### config.mk
export PLATFORM = sky130hd
export DESIGN_NAME = bbs_front
export DESIGN_NICKNAME = d
export VERILOG_FILES = /design/src/design/bbs_pkg.sv /design/src/design/bbs_front.sv
export SDC_FILE = /design/constraint.sdc
export NUM_CORES = 1
export LEC_CHECK = 0
export ABC_AREA = 0
export BUFFER_PORTS_ARGS = -buffer_cell sky130_fd_sc_hd__clkbuf_2
export CORE_ASPECT_RATIO = 1.25
export CORE_MARGIN = 5
export CORE_UTILIZATION = 57
export DETAILED_ROUTE_END_ITERATION = 10
export PLACE_DENSITY = 0.81
export SYNTH_ARGS = -nofsm -noshare
export SYNTH_HDL_FRONTEND = slang
export SYNTH_SLANG_ARGS = --single-unit
### constraint.sdc
create_clock -name i_clk -period 2.3 [get_ports i_clk]
set_input_delay 0.46 -clock i_clk [delete_from_list [all_inputs] [get_ports i_clk]]
set_output_delay 0.46 -clock i_clk [all_outputs]
set_load 0.02 [all_outputs]
### src/design/bbs_pkg.sv
package bbs_pkg;

    localparam int PIX_W      = 32;
    localparam int CH_W       = 8;
    localparam int NUM_CH     = 4;
    localparam int CFG_SW_W   = 10;
    localparam int CFG_TW_W   = 11;
    localparam int TGT_REG_MAX = (1 << CFG_TW_W) - 1;

    localparam int DEF_MAX_SRC_W   = 512;
    localparam int DEF_MAX_SRC_H   = 512;
    localparam int DEF_MAX_DST_DIM = 1024;

    localparam logic [CFG_SW_W-1:0] RST_SRC_W = CFG_SW_W'(512);
    localparam logic [CFG_SW_W-1:0] RST_SRC_H = CFG_SW_W'(512);
    localparam logic [CFG_TW_W-1:0] RST_TGT_W = CFG_TW_W'(256);
    localparam logic [CFG_TW_W-1:0] RST_TGT_H = CFG_TW_W'(256);

    localparam int CMDQ_DEPTH = 4;
    localparam int CMDQ_PTR_W = 2;
    localparam int CMDQ_CNT_W = 3;

    localparam int APB_ADDR_W = 4;
    localparam int APB_DATA_W = 32;

    typedef enum logic [1:0] {
        REG_SRC_W = 2'd0,
        REG_SRC_H = 2'd1,
        REG_TGT_W = 2'd2,
        REG_TGT_H = 2'd3
    } t_reg;

    typedef enum logic {
        ACT_LOAD  = 1'b0,
        ACT_FETCH = 1'b1
    } t_action;

    typedef struct packed {
        logic             action;
        logic [PIX_W-1:0] source_pixel;
    } t_in_item;

    typedef struct packed {
        logic [PIX_W-1:0] result_pixel;
        logic             last_pixel;
    } t_out_item;

    typedef struct packed {
        t_action          kind;
        logic [PIX_W-1:0] pixel;
    } t_cmd;

    typedef struct packed {
        logic valid;
        t_cmd cmd;
    } t_cmd_port;

    typedef enum logic [3:0] {
        ST_IDLE,
        ST_MUL,
        ST_BOUND_GO,
        ST_BOUND_WAIT,
        ST_BASE,
        ST_SCAN,
        ST_DRAIN,
        ST_AVG_GO,
        ST_AVG_WAIT,
        ST_DONE
    } t_state;

    // Widen an empty span to one pixel, then clip it at the source edge.
    function automatic logic [CFG_SW_W-1:0] box_fix_hi(
        input logic [CFG_SW_W-1:0] lo,
        input logic [CFG_SW_W-1:0] hi,
        input logic [CFG_SW_W-1:0] s
    );
        logic [CFG_SW_W-1:0] h;
        h = hi;
        if (h <= lo) begin
            h = lo + CFG_SW_W'(1);
        end
        if (h > s) begin
            h = s;
        end
        return h;
    endfunction

endpackage

### src/design/bbs_front.sv
module bbs_front
    import bbs_pkg::*;
(
    input  logic      i_clk,
    input  logic      i_rst_n,
    input  logic      push,
    output logic      full,
    input  t_in_item  i_in_item,
    output t_cmd_port o_cmd,
    input  logic      i_cmd_pop
);

    t_cmd                  r_q [CMDQ_DEPTH];
    logic [CMDQ_PTR_W-1:0] r_wr_ptr;
    logic [CMDQ_PTR_W-1:0] r_rd_ptr;
    logic [CMDQ_CNT_W-1:0] r_cnt;
    logic                  do_push;
    logic                  do_pop;
    t_cmd                  cmd_in;

    assign full    = (r_cnt == CMDQ_CNT_W'(CMDQ_DEPTH));
    assign do_push = push && !full;
    assign do_pop  = i_cmd_pop && (r_cnt != '0);

    // Classify the incoming transaction
    assign cmd_in.kind  = t_action'(i_in_item.action);
    assign cmd_in.pixel = i_in_item.source_pixel;

    // Hold classified commands until the back end takes them
    always_ff @(posedge i_clk) begin
        if (do_push) begin
            r_q[r_wr_ptr] <= cmd_in;
        end
    end

    always_ff @(posedge i_clk) begin
        if (!i_rst_n) begin
            r_wr_ptr <= '0;
            r_rd_ptr <= '0;
            r_cnt    <= '0;
        end else begin
            if (do_push) begin
                r_wr_ptr <= r_wr_ptr + CMDQ_PTR_W'(1);
            end
            if (do_pop) begin
                r_rd_ptr <= r_rd_ptr + CMDQ_PTR_W'(1);
            end
            if (do_push && !do_pop) begin
                r_cnt <= r_cnt + CMDQ_CNT_W'(1);
            end else if (do_pop && !do_push) begin
                r_cnt <= r_cnt - CMDQ_CNT_W'(1);
            end
        end
    end

    assign o_cmd.valid = (r_cnt != '0);
    assign o_cmd.cmd   = r_q[r_rd_ptr];

endmodule

==> summary.txt, run 1 <==
WL/cell = 20.2 um
Crit path max-delay family = multiplexers
Final Cycle Share = 0.968
Mapped Nets = 264
Port bufs = 71
Via count = 2439
Crit-path cells = buf_12 > mux4_1 > clkbuf_2
Number of hold violations in the final report = 0
Max Clk Rate = 449 MHz
Net count, final = 359
Initial Utilization = 0.581
Max-slew headroom = 0.771
Vias in the first global route = 2681
Drt pass-1 iters = 4
Clock Skews = 0.00743 ns
Static Leakage = 2.28 nW
Diodes inserted = 0
Clk root buf = clkbuf_16
Clk buf depth = 2
Yosys top cell area share = 0.748
Unique masters post-synth = 23
Setup TNS = 0 ns
Tot Pwr = 8.00 mW
Setup CP Type = reg -> out
Die X = 96.2 um
Dpl hpwl = 5460 um
Worst path slowest cell = mux4_1
I/O pin total = 72
Inserted Clock Buffers = 17
Placed Instances = 415
Min cycle time layout = 2.23 ns
Top post-synthesis cells by area = edfxtp_1, mux4_2, dfxtp_1
Area Overhead vs Synth = 22.9%
Die Y = 118 um
Drt total wl = 9130 um
Largest fanout on the critical path = 10
Yosys reg bits = 141
PwrDens = 1230 nW/um2
Mapped Area = 5300 um2
FP Rows = 39
Antenna violations before repair = 0
Maxcap violations = 0
Finish-stage setup viols = 0
First-pass GRT wire length = 14300 um
RD Place Congestion = 0.750
CP max stage delay = 0.56 ns
Slew @ Worst Pin = 0.344 ns
Synth warn = 0
Status = completed
Placed instance area = 5860 um2
H-tree levels = 4
Post-route cell area = 6510 um2
Initial drt markers = 112
Final non-filler cell total = 452
Max-slew violations = 0
CP Launch Type = flop
Share of layout cells above drive strength 1 = 0.465
Total clock sinks = 141
Seq/Total Area, Yosys = 0.782
CORE AREA = 9130 um2
Worst-skew pair later-pin latency = 0.42 ns
Crit path capture type = output pin
Pin count of the biggest net entering global routing = 24
Routed vias/inst = 5.40
Crit path buf inv count = 2
Type of the worst min-delay path = in -> reg
Cell taking the most area after synthesis = edfxtp_1
Cells after Synth = 221
CTS tree = done
Required time worst endpoint = 1.84 ns
Total grt overflow = 0
Max VDD drop = 0.787 mV
Worst EP arrival = 1.77 ns
GRT Total Usage = 0.181
Final antenna-violating net count = 0
Avg Cell Area, Syn = 24.0 um2
Clock transition at path regs = 0.06 ns
Drt drc = 0
Die area = 11300 um2
==> flip-flops by register name (all words and copies together), names as in the netlist, named ones only <==
| signal | cells |
|---|---|
| r_cnt | 3 |
| r_q | 132 |
| r_rd_ptr | 2 |
| r_wr_ptr | 2 |
==> cell families after synthesis <==
kind of cell / Yosys count / synth area share
AOI/OAI and AO/OA: 4 / 0.00637
xor gates and xnor gates: 4 / 0.00661
adders and majority gates: 6 / 0.0156
buffers and inverters: 13 / 0.0220
DFF: 141 / 0.782
muxes: 36 / 0.148
and+or+nand+nor: 17 / 0.0194
==> worst paths after layout <==
check,start,end,slack (ns),cells after the start
worst max register to register,r_cnt[1],r_cnt[2],0.17,7
worst max-delay path,flop,o_cmd[18],0.07,3
worst min register to register,r_wr_ptr[0],r_wr_ptr[0],0.51,2
worst min-delay path,i_in_item[31],r_q[2][31],0.26,1
==> per-layer routing <==
| layer | routed length [um] | global-route usage | vias to the layer above |
|---|---|---|---|
| li1 | - | - | 1115 |
| met1 | 3520 | 0.219 | 1242 |
| met2 | 5040 | 0.292 | 69 |
| met3 | 440 | 0.0575 | 13 |
| met4 | 140 | 0.0801 | 0 |
| met5 | 0 | 0 | - |
==> Yosys cell counts, drive strengths merged <==
| library cell | n |
|---|---|
| dfxtp | 9 |
| o311ai | 1 |
| o31ai | 1 |
| nor3b | 1 |
| nor2b | 2 |
| buf | 8 |
| xnor2 | 3 |
| and2 | 8 |
| xor2 | 1 |
| o21ai | 1 |
| nand2 | 4 |
| clkbuf | 2 |
| or3 | 2 |
| mux2i | 3 |
| a21boi | 1 |
| fa | 1 |
| ha | 5 |
| mux4 | 33 |
| inv | 3 |
| edfxtp | 132 |
==> cell type report <==
type | count | area, um2
clock buffers | 20 | 437
clock inverters | 12 | 170
fillers | 581 | 2610
inverters | 3 | 11.3
multi-input cells | 67 | 1040
flip-flops and latches | 141 | 4150
well taps | 123 | 154
repair buffers | 86 | 547
==> worst register-to-register path, cell delays in order (launching register included) <==
cell and delay [ns]:
dfxtp_2 0.35, o31ai_2 0.33, ha_1 0.26, inv_1 0.07, fa_1 0.39, xor2_1 0.16, or3_1 0.30, a21boi_0 0.18
==> cell usage in the layout, fill, tap and decap left out <==
cell and count:
mux4_2 30, xor2_1 1, fa_1 1, edfxtp_1 132, clkbuf_2 71, nor2b_1 2, buf_12 6, mux4_1 3
dfxtp_2 3, mux2i_1 3, and2_2 4, clkbuf_16 17, dfxtp_1 5, o31ai_2 1, bufinv_16 4, or3_1 2
and2_1 4, inv_1 3, clkinv_2 1, buf_6 1, o311ai_1 1, clkinvlp_4 5, a21boi_0 1, buf_4 8
dfxtp_4 1, clkinv_1 2, xnor2_1 3, clkbuf_1 3, nand2_1 4, nor3b_2 1, o21ai_0 1, ha_1 5
==> power by group <==
part / switching [mW] / internal, mW / total (mW)
Combinational: 1.03 / 0.919 / 1.95
Sequential: 0.138 / 3.13 / 3.27
Clock: 0.973 / 1.80 / 2.77
Total: 2.14 / 5.85 / 8.00
==> through the flow <==
stage / hold slack, ns / worst slack (ns) / utilization
3_5_place_dp: 0.498 / 0.169 / 0.642
5_1_grt: 0.248 / -0.00481 / 0.714
3_3_place_gp: 0.486 / 0.320 / 0.642
2_1_floorplan: 0.468 / 0.221 / -
4_1_cts: 0.245 / 0.00758 / 0.710
6_report: 0.261 / 0.0740 / 0.714
==> repair_timing <==
action,CTS,global route
endpoints found under the setup margin,27,5
setup buffers,1,4
hold buffers,0,0
gates resized for setup,2,2
No activity file was read; power rests on OpenSTA's default activity.
==> inputs of run 2 (changes only) <==
--- a/config.mk
+++ b/config.mk
@@ -12,6 +12,7 @@
 export CORE_UTILIZATION = 57
 export DETAILED_ROUTE_END_ITERATION = 10
 export PLACE_DENSITY = 0.81
+export RECOVER_POWER = 50
 export SYNTH_ARGS = -nofsm -noshare
 export SYNTH_HDL_FRONTEND = slang
 export SYNTH_SLANG_ARGS = --single-unit
==> summary.txt, run 2 (synthesis results as in run 1) <==
Status = completed (unchanged)
Grt met2 use = 0.292 (unchanged)
Slew @ Worst Pin = 0.645 ns (was 0.344 ns)
Final Cycle Share = 0.969 (was 0.968)
Type of the worst min-delay path = in -> reg (unchanged)
I/O pin total = 72 (unchanged)
Storage cell area = 4150 um2 (unchanged)
Via count = 2458 (was 2439)
Drt drc = 0 (unchanged)
Clk root buf = clkbuf_16 (unchanged)
GR Util met1 = 0.219 (unchanged)
GR Util met3 = 0.0575 (unchanged)
Worst R2R Path Depth = 7 (unchanged)
Pin count of the biggest net entering global routing = 24 (unchanged)
Required time worst endpoint = 1.84 ns (about the same)
Setup CP Type = reg -> out (unchanged)
Total grt overflow = 0 (unchanged)
Share of layout cells above drive strength 1 = 0.350 (was 0.465)
Setup TNS = 0 ns (unchanged)
Area Overhead vs Synth = 21.9% (was 22.9%)
Worst setup margin = 0.0705 ns (was 0.0740 ns)
Total clock sinks = 141 (unchanged)
Die area = 11300 um2 (unchanged)
Finish-stage setup viols = 0 (unchanged)
Largest regs = r_q (132), r_cnt (3) (unchanged)
Worst EP arrival = 1.77 ns (about the same)
Port bufs = 71 (unchanged)
Max reg flops = 132 (unchanged)
Commonest non-fill, non-tap cell in the layout = edfxtp_1 (unchanged)
Clk buf depth = 2 (unchanged)
Inserted Clock Buffers = 17 (unchanged)
Number of hold violations in the final report = 0 (unchanged)
R2r setup slk = 0.17 ns (about the same)
Worst hold slack = 0.305 ns (was 0.261 ns)
Clock transition at path regs = 0.06 ns (about the same)
Tot Pwr = 7.98 mW (was 8.00 mW)
Commonest non-fill, non-tap cells in the layout = edfxtp_1, clkbuf_2, clkbuf_1 (was edfxtp_1, clkbuf_2, mux4_2)
WL/cell = 20.3 um (was 20.2 um)
CP Launch Type = flop (unchanged)
Dpl ws = 0.169 ns (unchanged)
RD Place Congestion = 0.750 (unchanged)
Max-slew violations = 0 (unchanged)
PwrDens = 1230 nW/um2 (about the same)
FP Rows = 39 (unchanged)
CTS tree = done (unchanged)
GRT Total Usage = 0.181 (unchanged)
Initial drt markers = 118 (was 112)
Max-slew headroom = 0.570 (was 0.771)
FF-to-FF Start = r_cnt[1] (unchanged)
Fin util = 0.708 (was 0.714)
Top reg by flops = r_q (unchanged)
H-tree levels = 4 (unchanged)
Maxcap violations = 0 (unchanged)
Clock Skews = 0.00773 ns (was 0.00743 ns)
CTS Hold Bufs = 0 (unchanged)
First-pass GRT wire length = 14300 um (unchanged)
Drt pass-1 iters = 4 (unchanged)
Routed vias/inst = 5.44 (was 5.40)
Crit path to = o_cmd[18] (unchanged)
Worst-skew pair later-pin latency = 0.42 ns (about the same)
Largest fanout on the critical path = 10 (unchanged)
Drt total wl = 9180 um (was 9130 um)
Hold depth = 1 (unchanged)
Max Clk Rate = 449 MHz (about the same)
Dpl hpwl = 5460 um (unchanged)
Busiest grt layer = met2 (unchanged)
Diodes inserted = 0 (unchanged)
Initial Utilization = 0.581 (unchanged)
# fillers = 603 (was 581)
Reg2reg end = r_cnt[2] (unchanged)
Die X = 96.2 um (unchanged)
Crit path capture type = output pin (unchanged)
CORE AREA = 9130 um2 (unchanged)
Antenna violations before repair = 0 (unchanged)
Min cycle time layout = 2.23 ns (about the same)
Final antenna-violating net count = 0 (unchanged)
Die Y = 118 um (unchanged)
Net count, final = 359 (unchanged)
Vias in the first global route = 2681 (unchanged)
Area of the multi-input gates = 1030 um2 (was 1040 um2)
Max VDD drop = 0.787 mV (about the same)
Static Leakage = 2.17 nW (was 2.28 nW)
[run 2: stage by stage]
stage	area [um2]	std cells
floorplan	5300	221
global placement	5860	415
detailed placement	5860	415
CTS	6480	448
global route	6460	452
finish	6460	452
[run 2: where the power goes]
| group | internal, mW | switching (mW) |
|---|---|---|
| clock network | 1.80 | 0.971 |
| registers | 3.13 | 0.136 |
| logic | 0.904 | 1.03 |
[run 2: cell type report]
class	instances	area share
Sequential cell	141	0.643
Inverter	3	0.00174
Clock inverter	12	0.0263
Timing Repair Buffer	86	0.0777
Multi-Input combinational cell	67	0.160
Clock buffer	20	0.0676
Tap cell	123	0.0238
[run 2: what timing repair did]
item,CTS,global route
buffers inserted,1,4
endpoints found under the setup margin,27,5
gates resized for setup,2,2
hold endpoints to repair,0,0
[run 2: metal layers]
metal	up-vias	share of wire	routed length [um]
met5	-	0	0
met4	0	0.015	138
met3	12	0.050	462
met2	71	0.55	5060
met1	1261	0.38	3520
li1	1114	-	-
[run 2: how the worst min path moves through the flow]
stage	start	slack, ns	endpoint
2_1_floorplan	r_wr_ptr[1]	0.47	r_wr_ptr[1]
3_3_place_gp	r_wr_ptr[0]	0.49	r_wr_ptr[0]
3_5_place_dp	r_wr_ptr[0]	0.50	r_wr_ptr[0]
4_1_cts	i_in_item[31]	0.24	r_q[2][31]
5_1_grt	i_in_item[24]	0.29	r_q[3][24]
6_report	i_in_item[18]	0.31	r_q[3][18]
[run 2: critical path, stage by stage (launching register included)]
cell and delay, ns:
dfxtp_4 0.44, buf_12 0.17, mux4_1 0.57, clkbuf_2 0.18
==> inputs of run 3 (changes only) <==
--- a/config.mk
+++ b/config.mk
@@ -7,11 +7,13 @@
 export LEC_CHECK = 0
 export ABC_AREA = 0
 export BUFFER_PORTS_ARGS = -buffer_cell sky130_fd_sc_hd__clkbuf_2
+export CELL_PAD_IN_SITES_DETAIL_PLACEMENT = 2
+export CELL_PAD_IN_SITES_GLOBAL_PLACEMENT = 2
 export CORE_ASPECT_RATIO = 1.25
 export CORE_MARGIN = 5
-export CORE_UTILIZATION = 57
+export CORE_UTILIZATION = 44
 export DETAILED_ROUTE_END_ITERATION = 10
-export PLACE_DENSITY = 0.81
+export PLACE_DENSITY_LB_ADDON = 0.1
 export RECOVER_POWER = 50
 export SYNTH_ARGS = -nofsm -noshare
 export SYNTH_HDL_FRONTEND = slang
==> constraint.sdc (replaced) <==
create_clock -name i_clk -period 2.3 [get_ports i_clk]
set_input_delay 0.46 -clock i_clk [delete_from_list [all_inputs] [get_ports i_clk]]
set_output_delay 0.46 -clock i_clk [all_outputs]
set_load 0.1 [all_outputs]
==> summary.txt, run 3 (synthesis results as in run 1) <==
Busiest grt layer = met2 (unchanged)
Total clock sinks = 141 (unchanged)
Placed Instances = 452 (was 415)
Area of the multi-input gates = 1040 um2 (was 1030 um2)
FP Rows = 44 (was 39)
Max Clk Rate = 446 MHz (was 449 MHz)
Max reg flops = 132 (unchanged)
Drt drc = 0 (unchanged)
CTS Hold Bufs = 0 (unchanged)
Die Y = 133 um (was 118 um)
Setup CP Type = reg -> out (unchanged)
Top reg by flops = r_q (unchanged)
PwrDens = 1570 nW/um2 (was 1230 nW/um2)
CTS tree = done (unchanged)
Maxcap violations = 0 (unchanged)
Final Cycle Share = 0.974 (was 0.969)
Grt met2 use = 0.298 (was 0.292)
Dpl ws = 0.249 ns (was 0.169 ns)
CORE AREA = 11700 um2 (was 9130 um2)
Finish-stage setup viols = 0 (unchanged)
Port bufs = 71 (unchanged)
Worst setup margin = 0.0598 ns (was 0.0705 ns)
Worst-skew pair later-pin latency = 0.42 ns (about the same)
Crit path capture type = output pin (unchanged)
Inserted Clock Buffers = 17 (unchanged)
First-pass GRT wire length = 18500 um (was 14300 um)
Initial drt markers = 108 (was 118)
Storage cell area = 4150 um2 (about the same)
Required time worst endpoint = 1.84 ns (about the same)
Largest regs = r_q (132), r_cnt (3) (unchanged)
# fillers = 947 (was 603)
Static Leakage = 2.34 nW (was 2.17 nW)
Diodes inserted = 0 (unchanged)
Max-slew violations = 0 (unchanged)
Final non-filler cell total = 486 (was 452)
Routed vias/inst = 5.25 (was 5.44)
Max VDD drop = 0.775 mV (was 0.787 mV)
GR Util met3 = 0.0463 (was 0.0575)
Max-slew headroom = 0.632 (was 0.570)
Clk root buf = clkbuf_16 (unchanged)
Slew @ Worst Pin = 0.554 ns (was 0.645 ns)
Number of hold violations in the final report = 0 (unchanged)
RSZ-0062 raised after global routing = yes
Dpl hpwl = 7370 um (was 5460 um)
RD Place Congestion = 0.717 (was 0.750)
Pin count of the biggest net entering global routing = 34 (was 24)
Status = completed (unchanged)
Drt pass-1 iters = 4 (unchanged)
I/O pin total = 72 (unchanged)
Initial Utilization = 0.452 (was 0.581)
Commonest non-fill, non-tap cell in the layout = edfxtp_1 (unchanged)
Type of the worst min-delay path = in -> reg (unchanged)
Total grt overflow = 0 (unchanged)
Vias in the first global route = 2928 (was 2681)
Area Overhead vs Synth = 32.8% (was 21.9%)
Worst EP arrival = 1.78 ns (was 1.77 ns)
Largest fanout on the critical path = 4 (was 10)
Clock Skews = 0.00501 ns (was 0.00773 ns)
Via count = 2552 (was 2458)
Commonest non-fill, non-tap cells in the layout = edfxtp_1, buf_12, clkbuf_1 (was edfxtp_1, clkbuf_2, clkbuf_1)
Die area = 14400 um2 (was 11300 um2)
GRT Total Usage = 0.183 (was 0.181)
Net count, final = 355 (was 359)
Drt total wl = 12000 um (was 9180 um)
Fin util = 0.600 (was 0.708)
WL/cell = 24.6 um (was 20.3 um)
Clock transition at path regs = 0.06 ns (about the same)
CP Launch Type = flop (unchanged)
Min cycle time layout = 2.24 ns (was 2.23 ns)
Clk buf depth = 2 (unchanged)
Die X = 108 um (was 96.2 um)
H-tree levels = 4 (unchanged)
Final antenna-violating net count = 0 (unchanged)
GR Util met1 = 0.236 (was 0.219)
Share of layout cells above drive strength 1 = 0.378 (was 0.350)
Antenna violations before repair = 0 (unchanged)
## run 3: cell count changes in the layout (fill, tap and decap cells not counted), sizes merged
cell	delta
buf	+29
clkbuf	-34
clkinv	+2
clkinvlp	-3
inv	+2
## run 3: layout make-up
cell class | count | area share
Clock inverter | 13 | 0.0268
Sequential cell | 141 | 0.590
Multi-Input combinational cell | 67 | 0.148
Clock buffer | 19 | 0.0615
Timing Repair Buffer | 82 | 0.143
Tap cell | 161 | 0.0286
Inverter | 3 | 0.00160
## run 3: metal layers
layer / up-vias / share of wire / routed length (um)
li1: 1096 / - / -
met4: 0 / 0.015 / 184
met1: 1362 / 0.41 / 4940
met2: 80 / 0.53 / 6310
met3: 14 / 0.043 / 516
met5: - / 0 / 0
## run 3: timing repair
action | in CTS | in global routing
buffers inserted | 1 | 0
hold endpoints to repair | 0 | 0
resized for setup | 3 | 5
cloned | 1 | 0
endpoints found under the setup margin | 30 | 18
## run 3: through the flow
step	setup TNS (ns)	hold WS [ns]	total power, mW	instance area (um2)
5_1_grt	-0.00227	0.294	11.5	7040
2_1_floorplan	-0.291	0.468	6.51	5330
3_3_place_gp	0	0.484	8.10	6440
3_5_place_dp	0	0.514	8.17	6440
4_1_cts	-0.415	0.232	11.2	7100
6_report	0	0.295	11.1	7040
## run 3: final timing paths
path                                     from           to  slack [ns]  depth (start not counted)
worst min register to register    r_wr_ptr[0]  r_wr_ptr[0]        0.52                          2
worst min-delay path            i_in_item[14]   r_q[1][14]        0.29                          1
worst max-delay path                     flop    o_cmd[28]        0.06                          3
worst max register to register       r_cnt[1]     r_cnt[2]        0.24                          7
## run 3: worst max-delay path, stage by stage, from the launching register on
cell and delay [ns]:
dfxtp_4 0.42, buf_4 0.17, mux4_2 0.57, buf_12 0.20
## run 3: power breakdown
group / total [mW] / internal (mW) / switching (mW) / leakage (nW)
clock network: 2.87 / 1.82 / 1.05 / 0.298
logic: 4.90 / 1.81 / 3.09 / 0.761
registers: 3.28 / 3.13 / 0.144 / 1.29
